$ cat config.mk
export PLATFORM = sky130hd
export DESIGN_NAME = three_address_instruction_executor_unit
export DESIGN_NICKNAME = d
export VERILOG_FILES = /design/src/taie_pkg.sv /design/src/taie_ram.sv /design/src/taie_divider.sv /design/src/taie_ctrl.sv /design/src/taie_datapath.sv /design/src/three_address_instruction_executor_unit.sv
export VERILOG_INCLUDE_DIRS = /design/src /design/src/src
export SDC_FILE = /design/constraint.sdc
export NUM_CORES = 2
export LEC_CHECK = 0
export ABC_CLOCK_PERIOD_IN_PS = 11100
export BUFFER_PORTS_ARGS = -buffer_cell sky130_fd_sc_hd__buf_2
export CAP_MARGIN = 25
export CORE_ASPECT_RATIO = 1.2
export CORE_UTILIZATION = 40
export DETAILED_ROUTE_END_ITERATION = 6
export PLACE_DENSITY = 0.56
export SLEW_MARGIN = 20
export SYNTH_ARGS = -nofsm -noshare
export SYNTH_HDL_FRONTEND = slang
export SYNTH_SLANG_ARGS = --single-unit
$ cat constraint.sdc
create_clock -name clk -period 11.1 [get_ports clk]
set_clock_uncertainty 0.05 [all_clocks]
set_input_delay 1.665 -clock clk [delete_from_list [all_inputs] [get_ports clk]]
set_output_delay 1.665 -clock clk [all_outputs]
set_load 0.02 [all_outputs]
$ cat src/three_address_instruction_executor_unit_defines.svh
// Assertion macros shared by the three-address instruction executor.
// Expects signals named clk and rst_n in the scope where a macro is used.
`ifndef THREE_ADDRESS_INSTRUCTION_EXECUTOR_UNIT_DEFINES_SVH
`define THREE_ADDRESS_INSTRUCTION_EXECUTOR_UNIT_DEFINES_SVH

// Consequent must hold in the same cycle as the antecedent.
`define TAIE_ASSERT_SAME(label, ante, cons) \
    label: assert property (@(posedge clk) disable iff (!rst_n) (ante) |-> (cons)) \
        else $error("executor check failed in the same cycle");

// Consequent must hold in the cycle after the antecedent.
`define TAIE_ASSERT_NEXT(label, ante, cons) \
    label: assert property (@(posedge clk) disable iff (!rst_n) (ante) |=> (cons)) \
        else $error("executor check failed in the following cycle");

`endif

$ cat src/taie_pkg.sv
// Shared types and constants of the three-address instruction executor.
// Used by the controller, the datapath, the divider and the top level; no dependencies.
package taie_pkg;

    localparam int DATA_W       = 32;
    localparam int OP_W         = 4;
    localparam int FIRST_W      = 16;
    localparam int THIRD_W      = 4;
    localparam int LEN_W        = 16;
    localparam int OUT_CNT_W    = 16;
    localparam int FAULT_W      = 2;
    localparam int NIBBLE_COUNT = 8;
    localparam int NIB_CNT_W    = 3;

    typedef logic [OP_W-1:0]    opcode_t;
    typedef logic [FAULT_W-1:0] fault_t;

    localparam opcode_t OP_ADD   = 4'd0;
    localparam opcode_t OP_MUL   = 4'd1;
    localparam opcode_t OP_SUB   = 4'd2;
    localparam opcode_t OP_DIV   = 4'd3;
    localparam opcode_t OP_COPY  = 4'd4;
    localparam opcode_t OP_LDI   = 4'd5;
    localparam opcode_t OP_LOAD  = 4'd6;
    localparam opcode_t OP_STORE = 4'd7;
    localparam opcode_t OP_EQ    = 4'd8;
    localparam opcode_t OP_LT    = 4'd9;
    localparam opcode_t OP_LE    = 4'd10;
    localparam opcode_t OP_GT    = 4'd11;
    localparam opcode_t OP_GE    = 4'd12;
    localparam opcode_t OP_JUMP  = 4'd13;
    localparam opcode_t OP_JZ    = 4'd14;

    localparam fault_t FAULT_NONE     = 2'd0;
    localparam fault_t FAULT_DIV_ZERO = 2'd1;
    localparam fault_t FAULT_ADDR     = 2'd2;

    typedef enum logic [2:0] {
        ST_CLEAR,
        ST_IDLE,
        ST_INDEX,
        ST_READ,
        ST_EXEC,
        ST_DIVIDE,
        ST_FINISH
    } state_t;

    typedef struct packed {
        logic capture;
        logic clear;
        logic idx_step;
        logic exec;
        logic div_start;
        logic div_load;
        logic commit;
    } cmd_t;

    typedef struct packed {
        logic div_needed;
        logic div_done;
        logic out_free;
    } stat_t;

endpackage

$ cat src/taie_ram.sv
// Generic single-write, single-read RAM with registered read data.
// No dependencies.
module taie_ram #(
    parameter int WIDTH = 32,
    parameter int DEPTH = 16
) (
    input  logic                                      clk,
    input  logic                                      we,
    input  logic [((DEPTH > 1) ? $clog2(DEPTH) : 1)-1:0] waddr,
    input  logic [WIDTH-1:0]                          wdata,
    input  logic [((DEPTH > 1) ? $clog2(DEPTH) : 1)-1:0] raddr,
    output logic [WIDTH-1:0]                          rdata
);

    logic [WIDTH-1:0] mem_reg [DEPTH];
    logic [WIDTH-1:0] rdata_reg;

    always_ff @(posedge clk)
    begin
        if (we)
        begin
            mem_reg[waddr] <= wdata;
        end
        rdata_reg <= mem_reg[raddr];
    end

    assign rdata = rdata_reg;

endmodule

$ cat src/taie_divider.sv
// Radix-2 restoring signed divider, one quotient bit per cycle, truncating toward zero.
// Depends on taie_pkg for the data width.
module taie_divider
    import taie_pkg::*;
(
    input  logic                     clk,
    input  logic                     rst_n,
    input  logic                     start,
    input  logic signed [DATA_W-1:0] dividend,
    input  logic signed [DATA_W-1:0] divisor,
    output logic signed [DATA_W-1:0] quotient,
    output logic                     done
);

    localparam int STEP_W = $clog2(DATA_W);

    logic              busy_reg;
    logic              done_reg;
    logic [STEP_W-1:0] step_reg;
    logic [DATA_W-1:0] rem_reg;
    logic [DATA_W-1:0] quo_reg;
    logic [DATA_W-1:0] dvs_reg;
    logic              neg_reg;

    logic [DATA_W:0]   shifted;
    logic [DATA_W:0]   trial;

    assign shifted = {rem_reg, quo_reg[DATA_W-1]};
    assign trial   = shifted - {1'b0, dvs_reg};

    always_ff @(posedge clk or negedge rst_n)
    begin
        if (!rst_n)
        begin
            busy_reg <= 1'b0;
            done_reg <= 1'b0;
            step_reg <= '0;
        end
        else
        begin
            done_reg <= busy_reg && (step_reg == STEP_W'(DATA_W - 1));
            if (start)
            begin
                busy_reg <= 1'b1;
                step_reg <= '0;
            end
            else if (busy_reg)
            begin
                step_reg <= step_reg + 1'b1;
                if (step_reg == STEP_W'(DATA_W - 1))
                begin
                    busy_reg <= 1'b0;
                end
            end
        end
    end

    always_ff @(posedge clk)
    begin
        if (start)
        begin
            rem_reg <= '0;
            quo_reg <= dividend[DATA_W-1] ? (DATA_W'(0) - DATA_W'(dividend)) : DATA_W'(dividend);
            dvs_reg <= divisor[DATA_W-1] ? (DATA_W'(0) - DATA_W'(divisor)) : DATA_W'(divisor);
            neg_reg <= dividend[DATA_W-1] ^ divisor[DATA_W-1];
        end
        else if (busy_reg)
        begin
            if (!trial[DATA_W])
            begin
                rem_reg <= trial[DATA_W-1:0];
            end
            else
            begin
                rem_reg <= shifted[DATA_W-1:0];
            end
            quo_reg <= {quo_reg[DATA_W-2:0], ~trial[DATA_W]};
        end
    end

    // The sign is applied on the way out; the result is registered by the user.
    assign quotient = neg_reg ? $signed(DATA_W'(0) - quo_reg) : $signed(quo_reg);
    assign done     = done_reg;

endmodule

$ cat src/taie_ctrl.sv
// Controller state machine of the instruction executor: clearing pass, index
// reduction, execute, divide wait and commit sequencing. Depends on taie_pkg.
module taie_ctrl
    import taie_pkg::*;
#(
    parameter int CLEAR_LEN = 32
) (
    input  logic                                              clk,
    input  logic                                              rst_n,
    input  logic                                              in_valid,
    output logic                                              in_ready,
    input  stat_t                                             stat,
    output cmd_t                                              cmd,
    output logic [((CLEAR_LEN > 1) ? $clog2(CLEAR_LEN) : 1)-1:0] clear_addr
);

    localparam int CLW = (CLEAR_LEN > 1) ? $clog2(CLEAR_LEN) : 1;

    state_t               state_reg;
    state_t               state_next;
    logic [CLW-1:0]       clr_cnt_reg;
    logic [CLW-1:0]       clr_cnt_next;
    logic [NIB_CNT_W-1:0] nib_cnt_reg;
    logic [NIB_CNT_W-1:0] nib_cnt_next;

    always_ff @(posedge clk or negedge rst_n)
    begin
        if (!rst_n)
        begin
            state_reg   <= ST_CLEAR;
            clr_cnt_reg <= '0;
            nib_cnt_reg <= '0;
        end
        else
        begin
            state_reg   <= state_next;
            clr_cnt_reg <= clr_cnt_next;
            nib_cnt_reg <= nib_cnt_next;
        end
    end

    always_comb
    begin
        state_next   = state_reg;
        clr_cnt_next = clr_cnt_reg;
        nib_cnt_next = nib_cnt_reg;
        cmd          = '0;
        in_ready     = 1'b0;
        case (state_reg)
            ST_CLEAR:
            begin
                cmd.clear    = 1'b1;
                clr_cnt_next = clr_cnt_reg + 1'b1;
                if (clr_cnt_reg == CLW'(CLEAR_LEN - 1))
                begin
                    state_next = ST_IDLE;
                end
            end
            ST_IDLE:
            begin
                in_ready = 1'b1;
                if (in_valid)
                begin
                    cmd.capture  = 1'b1;
                    nib_cnt_next = '0;
                    state_next   = ST_INDEX;
                end
            end
            ST_INDEX:
            begin
                cmd.idx_step = 1'b1;
                nib_cnt_next = nib_cnt_reg + 1'b1;
                if (nib_cnt_reg == NIB_CNT_W'(NIBBLE_COUNT - 1))
                begin
                    state_next = ST_READ;
                end
            end
            ST_READ:
            begin
                state_next = ST_EXEC;
            end
            ST_EXEC:
            begin
                cmd.exec = 1'b1;
                if (stat.div_needed)
                begin
                    cmd.div_start = 1'b1;
                    state_next    = ST_DIVIDE;
                end
                else
                begin
                    state_next = ST_FINISH;
                end
            end
            ST_DIVIDE:
            begin
                if (stat.div_done)
                begin
                    cmd.div_load = 1'b1;
                    state_next   = ST_FINISH;
                end
            end
            ST_FINISH:
            begin
                if (stat.out_free)
                begin
                    cmd.commit = 1'b1;
                    state_next = ST_IDLE;
                end
            end
            default:
            begin
                state_next = ST_IDLE;
            end
        endcase
    end

    assign clear_addr = clr_cnt_reg;

endmodule

$ cat src/taie_datapath.sv
// Datapath of the instruction executor: operand capture, register index reduction,
// register file, data memory, ALU, divider, program counter and output register.
// Depends on taie_pkg, taie_ram and taie_divider.
module taie_datapath
    import taie_pkg::*;
#(
    parameter int REGISTER_COUNT = 16,
    parameter int MEMORY_WORDS   = 32,
    parameter int COUNTER_WIDTH  = 16,
    parameter int CLEAR_LEN      = 32
) (
    input  logic                                              clk,
    input  logic                                              rst_n,
    input  cmd_t                                              cmd,
    output stat_t                                             stat,
    input  logic [((CLEAR_LEN > 1) ? $clog2(CLEAR_LEN) : 1)-1:0] clear_addr,
    input  logic [OP_W-1:0]                                   in_operation,
    input  logic [FIRST_W-1:0]                                in_first,
    input  logic signed [DATA_W-1:0]                          in_second,
    input  logic [THIRD_W-1:0]                                in_third,
    input  logic                                              cfg_wr_en,
    input  logic [LEN_W-1:0]                                  cfg_wr_data,
    input  logic                                              out_ready,
    output logic                                              out_valid,
    output logic [OUT_CNT_W-1:0]                              out_counter,
    output logic signed [DATA_W-1:0]                          out_value,
    output fault_t                                            out_fault,
    output logic                                              out_done
);

    localparam int RW  = $clog2(REGISTER_COUNT);
    localparam int AW  = (MEMORY_WORDS > 1) ? $clog2(MEMORY_WORDS) : 1;
    localparam int CLW = (CLEAR_LEN > 1) ? $clog2(CLEAR_LEN) : 1;
    localparam int CW  = COUNTER_WIDTH;

    // One step of x mod REGISTER_COUNT, taken a nibble at a time from the top:
    // (16 * partial + nibble) is below 16 * modulus, so four restoring subtracts finish it.
    function automatic logic [7:0] fold_nibble(input logic [3:0] partial,
                                               input logic [3:0] nib,
                                               input logic [7:0] modulus);
        logic [7:0] t;
        logic [7:0] sub;
        t = {partial, nib};
        for (int k = 3; k >= 0; k--)
        begin
            sub = modulus << k;
            if (t >= sub)
            begin
                t = t - sub;
            end
        end
        return t;
    endfunction

    opcode_t                  op_reg;
    logic [FIRST_W-1:0]       first_reg;
    logic [DATA_W-1:0]        second_reg;
    logic [DATA_W-1:0]        src_a_sh_reg;
    logic [DATA_W-1:0]        src_b_sh_reg;
    logic [DATA_W-1:0]        dst_sh_reg;
    logic [RW-1:0]            src_a_idx_reg;
    logic [RW-1:0]            src_b_idx_reg;
    logic [RW-1:0]            dst_idx_reg;

    logic signed [DATA_W-1:0] rf_a;
    logic signed [DATA_W-1:0] rf_b;
    logic [DATA_W-1:0]        mem_q;

    logic signed [DATA_W-1:0] value_reg;
    fault_t                   fault_reg;
    logic                     wr_rf_reg;
    logic                     wr_mem_reg;
    logic [CW-1:0]            next_pc_reg;
    logic [CW-1:0]            pc_reg;
    logic [LEN_W-1:0]         len_reg;

    logic signed [DATA_W-1:0] value_next;
    fault_t                   fault_next;
    logic                     wr_rf_next;
    logic                     wr_mem_next;
    logic [CW-1:0]            next_pc_next;

    logic                     out_valid_reg;
    logic [OUT_CNT_W-1:0]     out_counter_reg;
    logic signed [DATA_W-1:0] out_value_reg;
    fault_t                   out_fault_reg;
    logic                     out_done_reg;

    logic                     rf_we;
    logic [RW-1:0]            rf_waddr;
    logic [DATA_W-1:0]        rf_wdata;
    logic                     mem_we;
    logic [AW-1:0]            mem_waddr;
    logic [DATA_W-1:0]        mem_wdata;

    logic signed [DATA_W-1:0] div_quotient;
    logic                     div_done;

    // Operand capture and index reduction.
    always_ff @(posedge clk)
    begin
        if (cmd.capture)
        begin
            op_reg        <= in_operation;
            first_reg     <= in_first;
            second_reg    <= in_second;
            src_a_sh_reg  <= in_second;
            src_b_sh_reg  <= DATA_W'(in_third);
            dst_sh_reg    <= DATA_W'(in_first);
            src_a_idx_reg <= '0;
            src_b_idx_reg <= '0;
            dst_idx_reg   <= '0;
        end
        else if (cmd.idx_step)
        begin
            src_a_sh_reg  <= src_a_sh_reg << 4;
            src_b_sh_reg  <= src_b_sh_reg << 4;
            dst_sh_reg    <= dst_sh_reg << 4;
            src_a_idx_reg <= RW'(fold_nibble(4'(src_a_idx_reg), src_a_sh_reg[DATA_W-1 -: 4],
                                             8'(REGISTER_COUNT)));
            src_b_idx_reg <= RW'(fold_nibble(4'(src_b_idx_reg), src_b_sh_reg[DATA_W-1 -: 4],
                                             8'(REGISTER_COUNT)));
            dst_idx_reg   <= RW'(fold_nibble(4'(dst_idx_reg), dst_sh_reg[DATA_W-1 -: 4],
                                             8'(REGISTER_COUNT)));
        end
    end

    // Register file kept as two copies so both sources read in the same cycle.
    assign rf_we    = (cmd.clear && (32'(clear_addr) < 32'(REGISTER_COUNT)))
                      || (cmd.commit && wr_rf_reg);
    assign rf_waddr = cmd.clear ? RW'(clear_addr) : dst_idx_reg;
    assign rf_wdata = cmd.clear ? '0 : DATA_W'(value_reg);

    taie_ram #(.WIDTH(DATA_W), .DEPTH(REGISTER_COUNT)) u_rf_a (
        .clk   (clk),
        .we    (rf_we),
        .waddr (rf_waddr),
        .wdata (rf_wdata),
        .raddr (src_a_idx_reg),
        .rdata (rf_a)
    );

    taie_ram #(.WIDTH(DATA_W), .DEPTH(REGISTER_COUNT)) u_rf_b (
        .clk   (clk),
        .we    (rf_we),
        .waddr (rf_waddr),
        .wdata (rf_wdata),
        .raddr (src_b_idx_reg),
        .rdata (rf_b)
    );

    assign mem_we    = (cmd.clear && (32'(clear_addr) < 32'(MEMORY_WORDS)))
                       || (cmd.commit && wr_mem_reg);
    assign mem_waddr = cmd.clear ? AW'(clear_addr) : AW'(first_reg);
    assign mem_wdata = cmd.clear ? '0 : DATA_W'(value_reg);

    taie_ram #(.WIDTH(DATA_W), .DEPTH(MEMORY_WORDS)) u_dmem (
        .clk   (clk),
        .we    (mem_we),
        .waddr (mem_waddr),
        .wdata (mem_wdata),
        .raddr (AW'(second_reg)),
        .rdata (mem_q)
    );

    taie_divider u_div (
        .clk      (clk),
        .rst_n    (rst_n),
        .start    (cmd.div_start),
        .dividend (rf_a),
        .divisor  (rf_b),
        .quotient (div_quotient),
        .done     (div_done)
    );

    // Execute stage.
    always_comb
    begin
        value_next   = '0;
        fault_next   = FAULT_NONE;
        wr_rf_next   = 1'b0;
        wr_mem_next  = 1'b0;
        next_pc_next = pc_reg + 1'b1;
        case (op_reg)
            OP_ADD:
            begin
                value_next = rf_a + rf_b;
                wr_rf_next = 1'b1;
            end
            OP_MUL:
            begin
                value_next = rf_a * rf_b;
                wr_rf_next = 1'b1;
            end
            OP_SUB:
            begin
                value_next = rf_a - rf_b;
                wr_rf_next = 1'b1;
            end
            OP_DIV:
            begin
                // The quotient is loaded once the divider finishes.
                if (rf_b == '0)
                begin
                    fault_next = FAULT_DIV_ZERO;
                end
                else
                begin
                    wr_rf_next = 1'b1;
                end
            end
            OP_COPY:
            begin
                value_next = rf_a;
                wr_rf_next = 1'b1;
            end
            OP_LDI:
            begin
                value_next = $signed(second_reg);
                wr_rf_next = 1'b1;
            end
            OP_LOAD:
            begin
                // A negative address reads as a huge unsigned one and is caught here too.
                if (second_reg >= 32'(MEMORY_WORDS))
                begin
                    fault_next = FAULT_ADDR;
                end
                else
                begin
                    value_next = $signed(mem_q);
                    wr_rf_next = 1'b1;
                end
            end
            OP_STORE:
            begin
                if (32'(first_reg) >= 32'(MEMORY_WORDS))
                begin
                    fault_next = FAULT_ADDR;
                end
                else
                begin
                    value_next  = rf_a;
                    wr_mem_next = 1'b1;
                end
            end
            OP_EQ:
            begin
                value_next = DATA_W'(rf_a == rf_b);
                wr_rf_next = 1'b1;
            end
            OP_LT:
            begin
                value_next = DATA_W'(rf_a < rf_b);
                wr_rf_next = 1'b1;
            end
            OP_LE:
            begin
                value_next = DATA_W'(rf_a <= rf_b);
                wr_rf_next = 1'b1;
            end
            OP_GT:
            begin
                value_next = DATA_W'(rf_a > rf_b);
                wr_rf_next = 1'b1;
            end
            OP_GE:
            begin
                value_next = DATA_W'(rf_a >= rf_b);
                wr_rf_next = 1'b1;
            end
            OP_JUMP:
            begin
                next_pc_next = CW'(first_reg);
            end
            OP_JZ:
            begin
                if (rf_a == '0)
                begin
                    next_pc_next = CW'(first_reg);
                end
            end
            default:
            begin
                value_next = '0;
            end
        endcase
    end

    always_ff @(posedge clk)
    begin
        if (cmd.exec)
        begin
            value_reg   <= value_next;
            fault_reg   <= fault_next;
            wr_rf_reg   <= wr_rf_next;
            wr_mem_reg  <= wr_mem_next;
            next_pc_reg <= next_pc_next;
        end
        else if (cmd.div_load)
        begin
            value_reg <= div_quotient;
        end
    end

    // Architectural counter, program length and output register.
    always_ff @(posedge clk or negedge rst_n)
    begin
        if (!rst_n)
        begin
            pc_reg        <= '0;
            len_reg       <= '0;
            out_valid_reg <= 1'b0;
        end
        else
        begin
            if (cfg_wr_en)
            begin
                len_reg <= cfg_wr_data;
            end
            if (cmd.commit)
            begin
                pc_reg        <= next_pc_reg;
                out_valid_reg <= 1'b1;
            end
            else if (out_ready)
            begin
                out_valid_reg <= 1'b0;
            end
        end
    end

    always_ff @(posedge clk)
    begin
        if (cmd.commit)
        begin
            out_counter_reg <= OUT_CNT_W'(next_pc_reg);
            out_value_reg   <= value_reg;
            out_fault_reg   <= fault_reg;
            out_done_reg    <= 32'(next_pc_reg) >= 32'(len_reg);
        end
    end

    assign stat.div_needed = (op_reg == OP_DIV) && (rf_b != '0);
    assign stat.div_done   = div_done;
    assign stat.out_free   = !out_valid_reg || out_ready;

    assign out_valid   = out_valid_reg;
    assign out_counter = out_counter_reg;
    assign out_value   = out_value_reg;
    assign out_fault   = out_fault_reg;
    assign out_done    = out_done_reg;

endmodule

$ cat src/three_address_instruction_executor_unit.sv
// Sequence: an instruction is taken in, its register indexes are reduced a nibble at a time,
// the registers are read, the operation executes and the result is committed to the output
// register; a divide with a nonzero divisor first waits for the one-bit-per-cycle divider.
// Throughput: one instruction at a time; a new one is taken only after the last commits.
// Reset: rst_n clears control state; a clearing pass over max(MEMORY_WORDS, REGISTER_COUNT)
// addresses then zeroes the register file and data memory before the first input transfer.
`include "three_address_instruction_executor_unit_defines.svh"

module three_address_instruction_executor_unit
    import taie_pkg::*;
#(
    parameter int REGISTER_COUNT = 16,
    parameter int MEMORY_WORDS   = 32,
    parameter int COUNTER_WIDTH  = 16
) (
    input  logic        clk,
    input  logic        rst_n,

    // Program length register; written whenever cfg_wr_en is high.
    input  logic        cfg_wr_en,
    input  logic [15:0] cfg_wr_data,

    // Instruction input.
    input  logic        s_axis_tvalid,
    output logic        s_axis_tready,
    // From bit 0: operation[3:0], first_operand[15:0], second_operand[31:0],
    // third_operand[3:0].
    input  logic [55:0] s_axis_tdata,

    // Result output.
    output logic        m_axis_tvalid,
    input  logic        m_axis_tready,
    // From bit 0: next_counter[15:0], written_value[31:0].
    output logic [47:0] m_axis_tdata,
    // From bit 0: fault_code[1:0].
    output logic [1:0]  m_axis_tuser,
    // program_done: high when the next counter is at or beyond the program length.
    output logic        m_axis_tlast
);

    // The clearing pass has to cover whichever store is deeper.
    localparam int CLEAR_LEN = (MEMORY_WORDS > REGISTER_COUNT) ? MEMORY_WORDS
                                                                : REGISTER_COUNT;
    localparam int CLW       = (CLEAR_LEN > 1) ? $clog2(CLEAR_LEN) : 1;

    cmd_t                     cmd;
    stat_t                    stat;
    logic [CLW-1:0]           clear_addr;
    logic [OUT_CNT_W-1:0]     out_counter;
    logic signed [DATA_W-1:0] out_value;

    // The controller sequences each instruction through index reduction, register
    // read, execute, an optional divide wait and the final commit. The commit waits
    // only when the output register still holds an untaken result.
    taie_ctrl #(.CLEAR_LEN(CLEAR_LEN)) u_ctrl (
        .clk        (clk),
        .rst_n      (rst_n),
        .in_valid   (s_axis_tvalid),
        .in_ready   (s_axis_tready),
        .stat       (stat),
        .cmd        (cmd),
        .clear_addr (clear_addr)
    );

    // The datapath holds all architectural state: register file, data memory,
    // program counter and program length, plus the output register.
    taie_datapath #(
        .REGISTER_COUNT (REGISTER_COUNT),
        .MEMORY_WORDS   (MEMORY_WORDS),
        .COUNTER_WIDTH  (COUNTER_WIDTH),
        .CLEAR_LEN      (CLEAR_LEN)
    ) u_dp (
        .clk          (clk),
        .rst_n        (rst_n),
        .cmd          (cmd),
        .stat         (stat),
        .clear_addr   (clear_addr),
        .in_operation (s_axis_tdata[3:0]),
        .in_first     (s_axis_tdata[19:4]),
        .in_second    (s_axis_tdata[51:20]),
        .in_third     (s_axis_tdata[55:52]),
        .cfg_wr_en    (cfg_wr_en),
        .cfg_wr_data  (cfg_wr_data),
        .out_ready    (m_axis_tready),
        .out_valid    (m_axis_tvalid),
        .out_counter  (out_counter),
        .out_value    (out_value),
        .out_fault    (m_axis_tuser),
        .out_done     (m_axis_tlast)
    );

    assign m_axis_tdata = {out_value, out_counter};

    // An accepted instruction always starts index reduction in the next cycle.
    `TAIE_ASSERT_NEXT(a_accept_starts_index, s_axis_tvalid && s_axis_tready, cmd.idx_step)

    // A commit always leaves a valid result in the output register.
    `TAIE_ASSERT_NEXT(a_commit_fills_output, cmd.commit, m_axis_tvalid)

    // A commit never overwrites a result that has not been taken.
    `TAIE_ASSERT_SAME(a_commit_no_overwrite, cmd.commit, !m_axis_tvalid || m_axis_tready)

    // Only the three defined fault codes ever leave the block.
    `TAIE_ASSERT_SAME(a_fault_code_defined, m_axis_tvalid, m_axis_tuser != 2'd3)

endmodule
=== Word-level counts from Yosys, hierarchy flattened ===
Memories as Yosys holds them, arrays and structs flattened. A register that Yosys moved wholly into a read port is not among the register bits.
Cells that the tools add are included.

* Register bits after elaboration: 411
* Memory bits (writable): 2048
* Input port bits: 77
* Output and inout port bits: 53
* Word-level logic and storage cells: 224
* Memories kept: 3

* Add/sub/neg operators: 22
* Multipliers: 1
* $lt $le $gt $ge: 20
* Eq/ne operators: 29
* Mux-type cells: 91
* Bitwise operators: 2
* Reductions and logical operators: 22

{| class="wikitable"
|+ Memory list
! name !! depth !! bits a word !! rd ports !! clocked after Yosys merged registers in !! write ports !! RTL line !! text
|-
| u_dp.u_dmem.mem_reg || 32 || 32 || 1 || 1 || 1 || taie_ram.sv:15 || <nowiki>logic [WIDTH-1:0] mem_reg [DEPTH];</nowiki>
|-
| u_dp.u_rf_a.mem_reg || 16 || 32 || 1 || 1 || 1 || taie_ram.sv:15 ||
|-
| u_dp.u_rf_b.mem_reg || 16 || 32 || 1 || 1 || 1 || taie_ram.sv:15 ||
|}

{| class="wikitable"
|+ Operators by type and width
! kind !! number
|-
| $mux W32 || 12
|-
| $pmux W32 S12 || 1
|-
| $mux W8 || 27
|-
| $sub A1 B32 Y32 const A || 3
|-
| $logic_not A32 Y1 || 2
|-
| $mux W16 || 3
|-
| $sub A33 B32 Y33 || 1
|-
| $add A32 B32 Y32 || 1
|-
| $eq A32 B32 Y1 || 1
|-
| $ge A32 B32 Y1 || 1
|-
| $ge A32 B6 Y1 const B || 1
|-
| $gt A32 B32 Y1 || 1
|-
| $le A32 B32 Y1 || 1
|-
| $lt A32 B32 Y1 || 1
|-
| $mul A32 B32 Y32 || 1
|-
| $pmux W16 S2 || 1
|-
| $reduce_bool A32 Y1 || 1
|-
| $sub A32 B32 Y32 || 1
|-
| $mux W31 || 1
|-
| $eq A4 B4 Y1 const B || 7
|-
| $ge A8 B5 Y1 const B || 3
|-
| $ge A8 B6 Y1 const B || 3
|-
| $ge A8 B7 Y1 const B || 3
|-
| $ge A8 B8 Y1 const B || 3
|-
| 39 further kinds || 107
|}

=== Depth between registers and ports, before layout ===
* Depth in word-level cells: 14
* Gate-level depth with buffers: 28
* Depth with buffers taken out: 26

=== By module ===
From an unflattened synthesis, not the netlist that was laid out.

* Cell total of the unflattened synthesis: 8325
* Area, all modules: 121531.6 um^2

{| class="wikitable"
|+ By module, submodules not included
! module !! times used !! cells each !! area each (um^2) !! seq. area each (um^2)
|-
| taie_ram at u_dp.u_dmem || 1 || 2260 || 40485.1 || 31390.1
|-
| taie_ram at u_dp.u_rf_a ... || 2 || 838 || 19854.0 || 16015.4
|-
| taie_datapath || 1 || 3386 || 32653.8 || 8162.8
|-
| taie_divider || 1 || 946 || 8067.7 || 2767.7
|-
| taie_ctrl || 1 || 57 || 616.8 || 275.3
|}

=== Least setup slack after synthesis ===
No wires, ideal clock.

* Kind: flip-flop to flip-flop
* Start: register u_dp.u_rf_a.rdata_reg[7] (netlist: u_dp.u_rf_a.rdata[7]) (read register of u_dp.u_rf_a.mem_reg)
* End: register u_dp.value_reg[31] (data pin)
* Setup time: 0.259 ns
* Data arrival time: 7.042 ns
* Data required time: 10.791 ns
* Path slack: 3.749 ns
* Cell stages (with the launch flop): 28
* Path buffers: 2
* Period minus slack after synthesis: 7.351 ns
* Cell sequence: dfxtp_1 -> clkbuf_1 -> clkbuf_1 -> nand2_1 -> fa_1 -> inv_1 -> fa_1 -> fa_1 -> inv_1 -> fa_1 -> inv_1 -> fa_1 -> ha_1 -> fa_1 -> inv_1 -> fa_1 -> inv_1 -> ha_1 -> nand3_1 -> nor3_1 -> or3b_2 -> nand4_1 -> a31oi_1 -> a211o_1 -> a311oi_1 -> xnor2_1 -> nor2_1 -> a211o_1

* Word-level cells in the longest chain between the ends: 3
* Elaborated cells between the ends (all ways): 5
* Classes of those cells: add/sub (2); mul (1); mux (2)

{| class="wikitable"
|+ RTL lines
! what !! RTL line !! text
|-
| start: declaration || taie_ram.sv:16 || <nowiki>logic [WIDTH-1:0] rdata_reg;</nowiki>
|-
| $mul A32 B32 Y32 (tied with other cells) || taie_datapath.sv:192 || <nowiki>value_next = rf_a * rf_b;</nowiki>
|-
| $pmux W32 S12 (*) || taie_datapath.sv:184 || <nowiki>case (op_reg)</nowiki>
|-
| $mux W32 (*) || taie_datapath.sv:292 || <nowiki>if (cmd.exec)</nowiki>
|-
| end signal: assignment || taie_datapath.sv:294 || <nowiki>value_reg <= value_next;</nowiki>
|-
| end signal: assignment || taie_datapath.sv:302 || <nowiki>value_reg <= div_quotient;</nowiki>
|-
| end: declaration || taie_datapath.sv:69 || <nowiki>logic signed [DATA_W-1:0] value_reg;</nowiki>
|}

Mark *: on every way between the ends. The rest lies on a longest branch, timed or not.
A chain may end at the register's enable or synchronous reset.

=== Worst setup path after layout ===
* Start: register u_dp.u_rf_a.rdata_reg[11] (netlist: u_dp.u_rf_a.rdata[11]) (read register of u_dp.u_rf_a.mem_reg)
* End: register u_dp.value_reg[31] (data pin)

Same word-level chain as after synthesis.

==> flow_summary.yaml <==
outcome:
  status: "finished with violations"
  violations: "design-rule violations"
setup_path:
  regToRegSetupSlack_ns: 2.52
  critPathCapture: "u_dp.value_reg[31]"
  reg2reg_depth: 25
  arrival_ns: 9.13
  critPathMostFrequentCell: "fa_1"
  rr_startpoint: "u_dp.u_rf_a.rdata[11]"
  worst_path_largest_cell_delay_ns: 0.97
  crit_family: "adder cells"
  required_ns: 11.65
  cp.depth: 25
  worstSetupPathType: "flop to flop"
  slowest_stage: "dfxtp_1"
  worstSetupStartpointType: "flop"
  crit_buf_inv: 5
  worstReg2RegEnd: "u_dp.value_reg[31]"
  crit_start: "u_dp.u_rf_a.rdata[11]"
  worst-path-max-fanout: 19
  end_kind: "flop"
cts:
  cts_hold_buf: 0
  cts_tree: "built"
  htree_levels: 4
  cts-root-buf: "clkbuf_16"
  clockBufferDepth: 4
  postCtsSetupRepairBufs: 0
  post_cts_resized: 0
  cts_made_buffers: 216
  clk_latency_ns: 0.88
  cts_num_sinks: 2043
  cts.clk_slew.worst_paths_ns: 0.06
route:
  vias: 61300
  ant_nets: 0
  drc: 4
  first_pass_iters: 7
  via_per_inst: 5.78
  drt_iter0_drc: 6400
  post_drt_wl_per_cell_microns: 30.3
  wl_microns: 322000
synthesis:
  synth_cell_types: 84
  ys_warn_count: 0
  avgSynthCellArea_sq_um: 15.1
  synth_fp_nets: 7632
  syn_area_sq_um: 104000
  synth_edf_count: 1808
  synth_top_area_cell: "edfxtp_1"
  ys_async_sr_fraction: 0.0250
  syn_inst: 6873
  yosys-top-cells-area: "edfxtp_1 (52%), mux4_2 (14%), fa_1 (7.9%)"
  ys_ff_latch: 2043
  synthFlopType: "edfxtp_1"
  synth_top_area_share: 0.523
  yosysSeqAreaShare: 0.570
timing:
  fin_crit_sh: 0.773
  max_slew_margin: 0.212
  final.setup.tns_ns: 0
  finalWorstSetupSlack_ns: 2.52
  tightest_slew_ns: 1.17
  setup_viol: 0
  finalMaxSlewViolations: 0
  rsz0062_at_grt: "no"
  fmax_mhz: 117
  finalHoldViolations: 0
  layout_min_cycle_time_ns: 8.58
place:
  placed_area_sq_um: 109000
  io_buffers: 129
  pre_cts_slack_ns: 2.65
  hpwl_microns: 208000
  gp_congestion: 1.01
floorplanning:
  pin_count: 130
  rows: 204
  die_h_microns: 560
  floorplan.die.width_microns: 467
  die_area_sq_um: 262000
  initial_core_util: 0.403
  core-area_sq_um: 258000
final_layout:
  area_growth_pct: 11.9
  largest_reg_flops: 1024
  drive_gt1_frac: 0.202
  final_common_cell: "edfxtp_1"
  final_cell_mix: "edfxtp_1 (1808), mux4_2 (640), nand2_1 (634)"
  nNetsFinal: 7775
  finalInstanceArea_sq_um: 116000
global_routing:
  grt_pass1_wl_microns: 461000
  grtUsageTotal: 0.246
  grt_use_met2: 0.417
  grt.busiest_layer: "met2"
  grtUsageMet1: 0.309
  met3_usage: 0.0360
  antenna_found_initial: 39
  gr-total-overflow: 0
  grt_max_degree: 145
  grt_pass1_vias: 63200
flow_run:
  cap_viol_max_count: 0
hold_path:
  hold_path.class: "flop to flop"
## layout make-up
type                    count  area, sq um
clock inverters            96          851
repair buffers            322         2240
well taps                3399         4250
flip-flops and latches   2043        59300
fillers                 22700       142000
diodes                     20         50.0
multi-input cells        3886        41500
clock buffers             299         6010
inverters                 547         2060
## cells by family after synthesis
kind of cell	after synthesis	share of synthesized area
compound gates	771	0.0488
buf+inv	944	0.0344
xor+xnor	229	0.0193
fa+ha+maj	682	0.112
simple gates	1489	0.0687
flops	2043	0.570
mux	715	0.147
## synthesized netlist by cell type (23+ instances only)
library cell,instances
a21o_1,46
buf_1,64
a211oi_1,31
mux2_2,52
nand2b_1,28
o31ai_1,39
clkbuf_1,324
xnor2_1,139
mux2i_1,23
nand3_1,39
fa_1,411
o21ai_0,188
mux4_2,640
a31oi_1,25
a21oi_1,188
edfxtp_1,1808
xor2_1,90
nor2b_1,31
a222oi_1,26
dfrtp_1,51
dfxtp_1,184
o22ai_1,34
nand2_1,636
inv_1,544
ha_1,271
and2_1,350
nor3_1,45
nor2_1,232
## routing by layer
layer,share of wire,vias to the layer above
met4,0.054,28
li1,-,25900
met5,0.00063,-
met3,0.061,685
met2,0.50,2224
met1,0.38,32500
## how the worst min path moves through the flow
stage               slack (ns)               from           endpoint  cells past startpoint
floorplan                 0.35  u_dp.fault_reg[0]  u_dp.out_fault[0]                      0
global placement          0.37  u_dp.fault_reg[1]  u_dp.out_fault[1]                      0
detailed placement        0.37  u_dp.fault_reg[1]  u_dp.out_fault[1]                      0
CTS                       0.38  u_dp.fault_reg[1]  u_dp.out_fault[1]                      0
global route              0.39  u_dp.fault_reg[1]  u_dp.out_fault[1]                      0
finish                    0.38  u_dp.fault_reg[0]  u_dp.out_fault[0]                      0
## metrics by stage
step,utilization,std cells,hold WS (ns)
final,0.451,10600,0.377
after global routing,0.451,10600,0.391
after CTS,0.450,10600,0.381
after detailed placement,0.424,10200,0.365
after global placement,0.423,10200,0.374
after floorplan,-,6873,0.350
Power is not shown: default switching activity piles up to over one toggle a cycle in this logic, so the estimate is an artifact.
